<file path="config.mk">
export PLATFORM = sky130hd
export DESIGN_NAME = elevator_direction_controller_top
export DESIGN_NICKNAME = d
export VERILOG_FILES = /design/src/rtl/edc_pkg.sv /design/src/rtl/edc_req_counters.sv /design/src/rtl/edc_scan_unit.sv /design/src/rtl/elevator_direction_controller_top.sv
export SDC_FILE = /design/constraint.sdc
export NUM_CORES = 1
export LEC_CHECK = 0
export BUFFER_PORTS_ARGS = -buffer_cell sky130_fd_sc_hd__buf_2
export CORE_MARGIN = 5
export CORE_UTILIZATION = 40
export CTS_CLUSTER_SIZE = 25
export DETAILED_ROUTE_END_ITERATION = 8
export PLACE_DENSITY = 0.54
export SETUP_SLACK_MARGIN = 0.3
export SLEW_MARGIN = 5
export SYNTH_ARGS = -nofsm -noshare
export SYNTH_HDL_FRONTEND = slang
export SYNTH_SLANG_ARGS = --single-unit
</file>
<file path="constraint.sdc">
create_clock -name clk -period 17.4 [get_ports clk]
set_clock_uncertainty 0.05 [all_clocks]
set_input_delay 0.87 -clock clk [delete_from_list [all_inputs] [get_ports clk]]
set_output_delay 0.87 -clock clk [all_outputs]
set_load 0.03 [all_outputs]
</file>
<file path="src/rtl/edc_pkg.sv">
// ----------------------------------------------------------------------------
// Elevator direction controller package
// Shared widths, codes and the types passed between the controller modules.
// ----------------------------------------------------------------------------
package edc_pkg;

	localparam int MAX_FLOORS_DEF = 16;
	localparam int FLOOR_W = 5;
	localparam int COUNT_W = 8;
	localparam int DIR_W = 2;

	localparam logic [FLOOR_W-1:0] NUM_FLOORS_RST = 5'd16;
	localparam logic [FLOOR_W-1:0] MIN_FLOORS = 5'd2;
	localparam logic [FLOOR_W-1:0] FIRST_FLOOR = 5'd1;

	localparam logic KIND_REQUEST = 1'b0;
	localparam logic KIND_TICK = 1'b1;

	typedef enum logic [DIR_W-1:0] {
		DIR_IDLE = 2'd0,
		DIR_UP = 2'd1,
		DIR_DOWN = 2'd2
	} dir_t;

	typedef struct packed {
		logic inc;
		logic clr;
		logic [FLOOR_W-1:0] inc_floor;
		logic [FLOOR_W-1:0] clr_floor;
	} cnt_ctrl_t;

	typedef struct packed {
		dir_t dir;
		logic [FLOOR_W-1:0] car;
		logic changed;
	} scan_res_t;

endpackage

</file>
<file path="src/rtl/edc_req_counters.sv">
// ----------------------------------------------------------------------------
// Pending request counters
// One saturating counter per floor, with a flag for every floor that has
// requests waiting and the count of the floor being served.
// ----------------------------------------------------------------------------
module edc_req_counters import edc_pkg::*; #(
	parameter int MAX_FLOORS = MAX_FLOORS_DEF
) (
	input  logic clk,
	input  logic arst_n,
	input  cnt_ctrl_t ctrl,
	output logic [MAX_FLOORS-1:0] nz,
	output logic [COUNT_W-1:0] served
);

	localparam int IW = $clog2(MAX_FLOORS + 1);
	localparam int LW = (IW > FLOOR_W) ? IW : FLOOR_W;

	logic [COUNT_W-1:0] cnt_q [MAX_FLOORS];

	for (genvar i = 0; i < MAX_FLOORS; i++) begin : g_lane
		logic inc_hit;
		logic clr_hit;

		assign inc_hit = ctrl.inc && (LW'(ctrl.inc_floor) == LW'(i + 1));
		assign clr_hit = ctrl.clr && (LW'(ctrl.clr_floor) == LW'(i + 1));
		assign nz[i] = (cnt_q[i] != '0);

		always_ff @(posedge clk or negedge arst_n) begin
			if (!arst_n) begin
				cnt_q[i] <= '0;
			end else if (clr_hit) begin
				cnt_q[i] <= '0;
			end else if (inc_hit && (cnt_q[i] != '1)) begin
				cnt_q[i] <= cnt_q[i] + 1'b1;
			end
		end
	end

	always_comb begin
		served = '0;
		for (int i = 0; i < MAX_FLOORS; i++) begin
			if (LW'(ctrl.clr_floor) == LW'(i + 1)) begin
				served = cnt_q[i];
			end
		end
	end

endmodule

</file>
<file path="src/rtl/edc_scan_unit.sv">
// ----------------------------------------------------------------------------
// Scan direction unit
// Decides the travel direction before and after the current floor is served
// and works out the next car floor for a tick.
// ----------------------------------------------------------------------------
module edc_scan_unit import edc_pkg::*; #(
	parameter int MAX_FLOORS = MAX_FLOORS_DEF
) (
	input  logic [MAX_FLOORS-1:0] nz,
	input  logic [FLOOR_W-1:0] nf,
	input  logic [FLOOR_W-1:0] car,
	input  dir_t dir_in,
	output scan_res_t res
);

	localparam int IW = $clog2(MAX_FLOORS + 1);
	localparam int LW = (IW > FLOOR_W) ? IW : FLOOR_W;

	function automatic dir_t decide(dir_t d, logic up_any, logic dn_any);
		dir_t r;
		if (d == DIR_UP) begin
			r = up_any ? DIR_UP : DIR_DOWN;
		end else begin
			r = dn_any ? DIR_DOWN : DIR_UP;
		end
		return r;
	endfunction

	logic [MAX_FLOORS-1:0] live;
	logic [MAX_FLOORS-1:0] left;
	logic [MAX_FLOORS-1:0] above;
	logic [MAX_FLOORS-1:0] below;
	dir_t d1;
	dir_t d2;

	always_comb begin
		for (int i = 0; i < MAX_FLOORS; i++) begin
			live[i] = nz[i] && (LW'(i + 1) <= LW'(nf));
			above[i] = LW'(i + 1) > LW'(car);
			below[i] = LW'(i + 1) < LW'(car);
			left[i] = live[i] && (LW'(i + 1) != LW'(car));
		end
	end

	always_comb begin
		d1 = decide(dir_in, |(live & above), |(live & below));
		d2 = decide(d1, |(left & above), |(left & below));
		if (left == '0) begin
			d2 = DIR_IDLE;
		end
		res.dir = d2;
		res.car = car;
		res.changed = 1'b0;
		if ((d2 == DIR_UP) && (car < nf)) begin
			res.car = car + 1'b1;
			res.changed = (dir_in != DIR_UP);
		end else if ((d2 == DIR_DOWN) && (car > FIRST_FLOOR)) begin
			res.car = car - 1'b1;
			res.changed = (dir_in != DIR_DOWN);
		end
	end

endmodule

</file>
<file path="src/rtl/elevator_direction_controller_top.sv">
// ----------------------------------------------------------------------------
// Elevator direction controller
// Scan scheme car controller with per-floor request counts and one result
// for every request or tick.
// ----------------------------------------------------------------------------
// The controller takes one item per clock cycle while the output register can
// advance; a stalled result holds the input register. An accepted item is
// captured in the input register; when it fires, the floor counters, the scan
// logic and the car state are updated together while the result is loaded into
// the output register. Each floor has its own counter, so a request and the
// scans over all floors are handled together in that step. The floor count
// register may be written only while no request is in flight.
module elevator_direction_controller_top import edc_pkg::*; #(
	parameter int MAX_FLOORS = MAX_FLOORS_DEF
) (
	input  logic clk,
	input  logic arst_n,
	input  logic wr_en,
	input  logic [FLOOR_W-1:0] wr_data,
	input  logic item_valid,
	output logic item_ready,
	input  logic kind,
	input  logic [FLOOR_W-1:0] floor,
	output logic result_valid,
	input  logic result_ready,
	output logic [COUNT_W-1:0] served_count,
	output logic [FLOOR_W-1:0] car_floor,
	output logic [DIR_W-1:0] direction,
	output logic direction_changed
);

	localparam int IW = $clog2(MAX_FLOORS + 1);
	localparam int LW = (IW > FLOOR_W) ? IW : FLOOR_W;

	logic valid_s1;
	logic kind_s1;
	logic [FLOOR_W-1:0] floor_s1;
	logic [FLOOR_W-1:0] num_floors_q;
	logic [FLOOR_W-1:0] car_q;
	dir_t dir_q;
	logic out_valid_q;
	logic [COUNT_W-1:0] served_q;
	logic [FLOOR_W-1:0] car_out_q;
	dir_t dir_out_q;
	logic changed_q;

	logic advance;
	logic fire;
	logic is_tick;
	logic [FLOOR_W-1:0] nf;
	logic [FLOOR_W-1:0] car_c;
	cnt_ctrl_t ctrl;
	logic [MAX_FLOORS-1:0] nz;
	logic [COUNT_W-1:0] served;
	scan_res_t res;

	assign advance = !out_valid_q || result_ready;
	assign item_ready = !valid_s1 || advance;
	assign fire = valid_s1 && advance;
	assign is_tick = (kind_s1 == KIND_TICK);

	always_comb begin
		if (num_floors_q < MIN_FLOORS) begin
			nf = MIN_FLOORS;
		end else if (LW'(num_floors_q) > LW'(MAX_FLOORS)) begin
			nf = FLOOR_W'(MAX_FLOORS);
		end else begin
			nf = num_floors_q;
		end
		car_c = (car_q > nf) ? nf : car_q;
	end

	always_comb begin
		ctrl.inc = fire && (kind_s1 == KIND_REQUEST) && (floor_s1 != '0) && (floor_s1 <= nf);
		ctrl.clr = fire && is_tick;
		ctrl.inc_floor = floor_s1;
		ctrl.clr_floor = car_c;
	end

	edc_req_counters #(
		.MAX_FLOORS(MAX_FLOORS)
	) u_counters (
		.clk(clk),
		.arst_n(arst_n),
		.ctrl(ctrl),
		.nz(nz),
		.served(served)
	);

	edc_scan_unit #(
		.MAX_FLOORS(MAX_FLOORS)
	) u_scan (
		.nz(nz),
		.nf(nf),
		.car(car_c),
		.dir_in(dir_q),
		.res(res)
	);

	always_ff @(posedge clk or negedge arst_n) begin
		if (!arst_n) begin
			valid_s1 <= 1'b0;
		end else if (item_ready) begin
			valid_s1 <= item_valid;
		end
	end

	always_ff @(posedge clk) begin
		if (item_ready && item_valid) begin
			kind_s1 <= kind;
			floor_s1 <= floor;
		end
	end

	always_ff @(posedge clk or negedge arst_n) begin
		if (!arst_n) begin
			num_floors_q <= NUM_FLOORS_RST;
		end else if (wr_en) begin
			num_floors_q <= wr_data;
		end
	end

	always_ff @(posedge clk or negedge arst_n) begin
		if (!arst_n) begin
			car_q <= FIRST_FLOOR;
			dir_q <= DIR_IDLE;
		end else if (fire && is_tick) begin
			car_q <= res.car;
			dir_q <= res.dir;
		end
	end

	always_ff @(posedge clk or negedge arst_n) begin
		if (!arst_n) begin
			out_valid_q <= 1'b0;
		end else if (advance) begin
			out_valid_q <= valid_s1;
		end
	end

	always_ff @(posedge clk) begin
		if (fire) begin
			if (is_tick) begin
				served_q <= served;
				car_out_q <= res.car;
				dir_out_q <= res.dir;
				changed_q <= res.changed;
			end else begin
				served_q <= '0;
				car_out_q <= car_q;
				dir_out_q <= dir_q;
				changed_q <= 1'b0;
			end
		end
	end

	assign result_valid = out_valid_q;
	assign served_count = served_q;
	assign car_floor = car_out_q;
	assign direction = dir_out_q;
	assign direction_changed = changed_q;

endmodule

</file>
==> results.py, run 1 <==
metrics = {
    "synth": {
        "synth_warnings": 0,
        "synth-simple-area-share_pct": 25.4,
        "syn_area_mm2": 0.0114,
        "synth_xor_area_share_pct": 7.64,
        "yosys-top-cells-area": "dfrtp_1 (31%), nor2_1 (6.4%), edfxtp_1 (5.8%), ha_1 (5.6%), xor2_1 (4.2%)",
        "synth_top_area_cell": "dfrtp_1",
        "synth.ff_latch_count": 164,
        "synth_flop_cell": "dfrtp_1",
        "synth_cell_types": 90,
        "synthArstFlopShare_pct": 86.6,
        "yosysTopAreaCellShare_pct": 30.9,
        "netlist_instances": 1329,
        "synth_edf_count": 22,
        "synth-seq-area-share_pct": 37.1,
        "synthAdderAreaFrac_pct": 5.62,
        "synth_top_family_by_area": "simple AND/OR/NAND/NOR gates",
        "synth.avg_cell_area_um2": 8.54,
        "synth_mux_area_share_pct": 3.39,
        "synth_compound_area_share_pct": 16.7,
        "syn_nets": 1396,
    },
    "sta": {
        "setup_viol": 0,
        "slew_viol_final": 0,
        "finalSetupTns_ns": 0,
        "min_period_over_period_pct": 38.4,
        "rsz0062_at_grt": "false",
        "tightest_slew_ns": 1.15,
        "slew_headroom_pct": 22.6,
        "fin_ws_ns": 10.72,
        "hold_violations": 0,
        "min_period_ns": 6.68,
        "fmax_mhz": 150,
    },
    "setup_path": {
        "rr_startpoint": "num_floors_q[2]$_DFFE_PN0P_",
        "crit_required_ns": 17.54,
        "cp-start-kind": "register",
        "critPathMaxFanout": 22,
        "rrSetupSlack_ns": 10.72,
        "startpoint": "num_floors_q[2]$_DFFE_PN0P_",
        "cp-end-kind": "register",
        "cp.arrival_ns": 6.82,
        "critPathKind": "reg -> reg",
    },
    "cells_and_area": {
        "n_fill_cell": 2753,
        "syn2layout_area_growth_pct": 9.80,
        "final_net_count": 1405,
        "fin_cells": 1729,
        "antenna_cells": 0,
        "drive_gt1_share_pct": 9.10,
    },
    "die": {
        "io_pins": 34,
        "initial_core_util_pct": 40.6,
        "core_mm2": 0.0279,
        "rows": 61,
        "die_area_mm2": 0.0318,
        "die_w_um": 178,
        "dieHeight_um": 178,
    },
    "cts": {
        "cts_resized": 0,
        "htreeDepth": 4,
        "cts.sinks": 164,
        "clk_latency_ns": 0.44,
        "holdBufCountCts": 0,
        "clk_pin_slew_ns": 0.07,
        "cts_setup_buffers": 0,
        "clock_path_buffers": 2,
        "numCtsBuffers": 17,
        "cts_tree": "built",
        "cts_root_buf": "clkbuf_16",
    },
    "grt": {
        "gr-usage-all-layers_pct": 24.0,
        "grt_pass1_wl_um": 58700,
        "antenna_found_initial": 0,
        "overflow": 0,
        "grt_max_degree": 97,
        "first_global_vias": 9712,
    },
    "routing": {
        "avgRoutedWirePerCell_um": 21.7,
        "ant_nets": 0,
        "drt_iter0_drc": 1085,
        "routed_wl_um": 37600,
        "firstDrtPassIters": 5,
        "avgViaCountPerCell": 6.00,
        "via_count": 10377,
        "drc": 0,
    },
    "min_path": {
        "hp-class": "reg -> reg",
        "hold_path_startpoint": "dir_q[0]$_DFFE_PN0P_",
    },
    "placement": {
        "hpwl_um": 28000,
        "dp.cells": 1697,
        "io_buffers": 33,
        "place_congestion": 0.996,
        "place_ws_ns": 10.94,
    },
    "power_and_ir_drop": {
        "leakage_nw": 5.13,
        "power_density_mw_per_mm2": 143,
        "vdd_ir_drop_max_v": 0.000112,
    },
    "run": {
        "cap_violations": 0,
    },
    "status": {
        "outcome": "finished clean",
    },
}
## flip-flops by register name (all words and copies together) (netlist names)
| register | cells |
|---|---|
| is_tick | 1 |
| car_floor | 5 |
| direction_changed | 1 |
| result_valid | 1 |
| num_floors_q | 5 |
| served_count | 8 |
| u_counters.cnt_q | 128 |
| valid_s1 | 1 |
| car_q | 5 |
| floor_s1 | 5 |
| dir_q | 2 |
| direction | 2 |
## path summary, 6_finish.rpt
path,end,depth (start not counted)
min,dir_q[0]$_DFFE_PN0P_,2
min reg2reg,dir_q[0]$_DFFE_PN0P_,2
max,car_floor[4]$_DFFE_PP_,18
max in group asynchronous,u_counters.cnt_q[21]$_DFFE_PN0P_,2
min in group asynchronous,u_counters.cnt_q[98]$_DFFE_PN0P_,1
max reg2reg,car_floor[4]$_DFFE_PP_,18
## cells by family after synthesis
kind of cell,count (synthesis)
multiplexers,36
adder cells (fa/ha/maj),51
flip-flops,164
buffers and inverters,117
XOR/XNOR,99
AND/OR/NAND/NOR,590
AO/OA/AOI/OAI,272
## per-stage QoR
step                utilization (%)  hold WS [ns]  area (um^2)  power, mW
detailed placement             42.5         0.445        11900       1.37
finish                         44.6         0.464        12500       1.79
global route                   44.6         0.516        12500       1.89
CTS                            44.6         0.467        12500       1.77
floorplan                         -         0.413        11400       1.11
global placement               42.5         0.444        11900       1.38
## report_power, final
group | leakage, nW | internal [mW] | switching [mW]
logic | 2.69 | 0.300 | 0.592
clock network | 0.295 | 0.214 | 0.180
registers | 2.15 | 0.440 | 0.0603
## synthesized netlist by cell type, types with 4 or more instances
| master | number |
|---|---|
| nor2_1 | 195 |
| dfrtp_1 | 140 |
| nand2_1 | 116 |
| inv_1 | 57 |
| a21oi_1 | 55 |
| xor2_1 | 55 |
| nand3_1 | 53 |
| ha_1 | 51 |
| o21ai_0 | 51 |
| clkbuf_1 | 44 |
| xnor2_1 | 44 |
| nand4_1 | 43 |
| nor3_1 | 42 |
| or3_1 | 33 |
| and3_1 | 30 |
| mux2i_1 | 25 |
| edfxtp_1 | 22 |
| o211ai_1 | 20 |
| a31oi_1 | 15 |
| nand2b_1 | 14 |
| nor4_1 | 14 |
| a221oi_1 | 13 |
| o22ai_1 | 11 |
| a211oi_1 | 9 |
| mux2_2 | 8 |
| nor4b_1 | 8 |
| a311oi_1 | 7 |
| and2_1 | 7 |
| inv_2 | 7 |
| o2111ai_1 | 6 |
| o21a_1 | 6 |
| o31ai_1 | 6 |
| a211o_1 | 5 |
| buf_2 | 5 |
| nor3b_1 | 5 |
| o21ai_1 | 5 |
| o311ai_0 | 5 |
| or2_2 | 5 |
| a2111oi_0 | 4 |
| and4_1 | 4 |
| nand3b_1 | 4 |
| o221ai_1 | 4 |
## final cells by class
type | instances | area (um^2) | area share, %
tap | 378 | 473 | 3.79
inverter | 64 | 240 | 1.93
clock buffer | 19 | 464 | 3.72
sequential | 164 | 4220 | 33.8
multi-input combinational | 1048 | 6690 | 53.7
clock inverter | 13 | 133 | 1.06
timing repair buffer | 43 | 246 | 1.98
## critical path, cell delays in order (launching register included)
cell,delay [ns]
dfrtp_1,0.65
nor2_1,0.15
o21ai_0,0.50
ha_1,0.36
and4_1,0.19
and2_2,0.24
a21oi_2,0.45
mux2_4,0.42
inv_2,0.18
ha_1,0.74
inv_1,0.35
o311ai_1,0.37
a31oi_1,0.14
a41oi_1,0.28
a31oi_1,0.24
o22ai_4,0.33
mux2_4,0.33
xnor2_1,0.15
mux2_2,0.31
## cells in the final DEF, fill, tap and decap left out, types with 12 or more instances in the layout
cell / instances
mux2i_1: 25
nor3_1: 42
edfxtp_1: 22
and3_1: 30
a221oi_1: 13
or3_1: 33
nand4_1: 43
xor2_1: 55
nand2b_1: 14
inv_1: 57
nor4_1: 12
xnor2_1: 44
clkbuf_16: 18
nand2_1: 116
a31oi_1: 15
o211ai_1: 20
dfrtp_1: 140
buf_2: 32
a21oi_1: 55
nor2_1: 195
ha_1: 51
o21ai_0: 51
nand3_1: 53
## per-layer routing
| layer | GRT usage [%] | vias to the layer above | share of wire, % | wire, um |
|---|---|---|---|---|
| li1 | - | 4839 | - | - |
| met1 | 35.1 | 5059 | 46 | 17500 |
| met2 | 34.6 | 407 | 42 | 15900 |
| met3 | 5.28 | 72 | 7.6 | 2840 |
| met4 | 9.43 | 0 | 3.7 | 1400 |
| met5 | 0 | - | 0 | 0 |
Power figures use the tool's default switching activity.
==> run 2: changes to the inputs <==
--- a/config.mk
+++ b/config.mk
@@ -10,7 +10,7 @@
 export CORE_UTILIZATION = 40
 export CTS_CLUSTER_SIZE = 25
 export DETAILED_ROUTE_END_ITERATION = 8
-export PLACE_DENSITY = 0.54
+export PLACE_DENSITY = 0.56
 export SETUP_SLACK_MARGIN = 0.3
 export SLEW_MARGIN = 5
 export SYNTH_ARGS = -nofsm -noshare
==> constraint.sdc (replaced) <==
create_clock -name clk -period 6.05 [get_ports clk]
set_clock_uncertainty 0.05 [all_clocks]
set_input_delay 0.3025 -clock clk [delete_from_list [all_inputs] [get_ports clk]]
set_output_delay 0.3025 -clock clk [all_outputs]
set_load 0.03 [all_outputs]
==> run 2 against run 1 <==
  * Critical path depth up 1
  * Largest power group unchanged
  * Via count grew 0.93%
  * Core utilization up 1.1 points
  * Global-route usage fell by 0.33 points
  * Clock power rose to 2.9 times the previous value
  * Maximum frequency is 20% higher
  * Final cell count rose by 1.9%
  * Largest cell class unchanged
  * Sequential power grew to 2.8 times the previous value
==> results.py, run 2 (synthesis results as in run 1) <==
metrics = {
    "die": {
        "die_w_um": 178,
        "initial_core_util_pct": 40.6,
        "rows": 61,
        "core_mm2": 0.0279,
        "dieHeight_um": 178,
        "io_pins": 34,
        "die_area_mm2": 0.0318,
    },
    "grt": {
        "grt_pass1_wl_um": 57900,
        "met3_usage_pct": 3.90,
        "grt-busiest-layer": "met2",
        "met2_usage_pct": 36.5,
        "grt_max_degree": 74,
        "first_global_vias": 9777,
        "antenna_found_initial": 0,
        "gr-usage-all-layers_pct": 23.7,
        "met1_usage_pct": 33.4,
        "overflow": 0,
    },
    "cts": {
        "cts_root_buf": "clkbuf_16",
        "htreeDepth": 4,
        "clk_latency_ns": 0.45,
        "cts.sinks": 164,
        "clk_pin_slew_ns": 0.08,
        "clock_path_buffers": 2,
        "cts_tree": "built",
        "numCtsBuffers": 17,
    },
    "cells_and_area": {
        "regMostFlops": "u_counters.cnt_q",
        "antenna_cells": 0,
        "ff_latch_area_mm2": 0.00422,
        "syn2layout_area_growth_pct": 12.5,
        "n_fill_cell": 2776,
        "final_common_cell": "nor2_1",
        "largest_register_ffs": 128,
        "final_net_count": 1437,
        "design_area_mm2": 0.0128,
        "mostFrequentLayoutCells": "nor2_1 (195), dfrtp_1 (140), nand2_1 (116)",
        "drive_gt1_share_pct": 10.8,
        "multi_input_comb_area_mm2": 0.00673,
    },
    "sta": {
        "rsz0062_at_grt": "true",
        "tightest_slew_ns": 1.17,
        "slew_viol_final": 0,
        "fmax_mhz": 180,
        "hold_violations": 0,
        "slew_headroom_pct": 20.8,
        "min_period_over_period_pct": 91.8,
        "setup_viol": 0,
        "min_period_ns": 5.55,
        "finalSetupTns_ns": 0,
        "fin_ws_ns": 0.498,
    },
    "setup_path": {
        "critPathKind": "reg -> reg",
        "startpoint": "num_floors_q[4]$_DFFE_PN1P_",
        "cp-start-kind": "register",
        "rr_startpoint": "num_floors_q[4]$_DFFE_PN1P_",
        "cp.arrival_ns": 5.70,
        "crit_required_ns": 6.20,
        "cp-end-kind": "register",
        "critPathMaxFanout": 14,
    },
    "status": {
        "outcome": "finished clean",
    },
    "power_and_ir_drop": {
        "total_power_mw": 5.30,
        "leakage_nw": 5.30,
        "vdd_ir_drop_max_v": 0.000219,
        "power_density_mw_per_mm2": 415,
    },
    "routing": {
        "avgRoutedWirePerCell_um": 21.1,
        "avgViaCountPerCell": 5.95,
        "routed_wl_um": 37200,
        "firstDrtPassIters": 5,
        "via_count": 10474,
        "ant_nets": 0,
        "drt_iter0_drc": 1009,
        "drc": 0,
    },
    "run": {
        "cap_violations": 0,
    },
    "placement": {
        "place_ws_ns": 0.271,
        "place_congestion": 1.04,
        "placed_area_mm2": 0.0120,
        "io_buffers": 33,
        "hpwl_um": 27900,
    },
    "min_path": {
        "hold_path_startpoint": "wr_data[3]",
        "hp-class": "in -> reg",
    },
}
run 2: cell count changes in the layout (fill, tap and decap cells not counted), moves of 2 or more:
cell / before / now
inv_8: 2 / 5
clkinv_4: 2 / 4
nor4_2: 4 / 1
nor4_1: 12 / 14
inv_6: 5 / 0
clkinv_8: 0 / 3
inv_12: 0 / 3
dlygate4sd3_1: 0 / 8
buf_4: 10 / 34
run 2: what timing repair did:
item                                    4_1_cts  5_1_grt
endpoints found under the hold margin        75        0
endpoints found under the setup margin        2       11
pin swaps                                     0        1
gates resized for setup                       1        7
hold buffers                                  8        0
buffers inserted                              0        1
run 2: where the power goes:
group	total, mW	leakage, nW	internal [mW]	switching, mW
combinational	2.75	2.85	0.967	1.78
sequential	1.40	2.15	1.26	0.140
clock	1.15	0.299	0.569	0.580
total	5.30	5.30	2.80	2.50
run 2: worst paths after layout:
path                                                     to  slack (ns)  cells after the start
hold / removal                  num_floors_q[3]$_DFFE_PN0P_        0.02                      3
setup / recovery                     car_floor[3]$_DFFE_PP_        0.50                     19
setup reg to reg                     car_floor[3]$_DFFE_PP_        0.50                     19
hold reg to reg                        dir_q[0]$_DFFE_PN0P_        0.47                      2
min in group asynchronous              car_q[3]$_DFFE_PN0P_        0.38                      2
max in group asynchronous  u_counters.cnt_q[80]$_DFFE_PN0P_        4.17                      3
run 2: final cells by class:
cell class	count	share of cell area (%)
clock buffer	17	3.33
clock inverter	15	1.48
inverter	64	1.88
multi-input combinational	1048	52.6
sequential	164	33.0
tap	378	3.70
timing repair buffer	75	3.97
run 2: through the flow:
step / cells / hold WS [ns] / utilization [%]
finish: 1761 / 0.0214 / 45.7
global route: 1761 / 0.0379 / 45.7
CTS: 1760 / 0.0139 / 45.5
detailed placement: 1720 / 0.325 / 43.1
global placement: 1720 / 0.329 / 43.1
floorplan: 1329 / -0.0431 / -
run 2: worst max-delay path, cell delays in order, from the launching register on:
cell,delay (ns)
dfstp_2,0.68
inv_2,0.07
buf_4,0.22
o311a_1,0.22
ha_1,0.30
and4_1,0.16
and2_2,0.24
a21oi_2,0.16
mux2_4,0.40
inv_2,0.08
ha_2,0.24
o21ai_1,0.11
nor4b_1,0.17
or4_1,0.58
nor4_4,0.35
a31oi_2,0.22
o22ai_4,0.29
mux2_4,0.33
xnor2_1,0.14
mux2_2,0.27
run 2: per-layer routing:
layer / part of all wire (%) / up-vias
met5: 0 / -
met4: 4.1 / 0
met3: 6.7 / 77
met2: 44 / 427
met1: 45 / 5061
li1: - / 4909
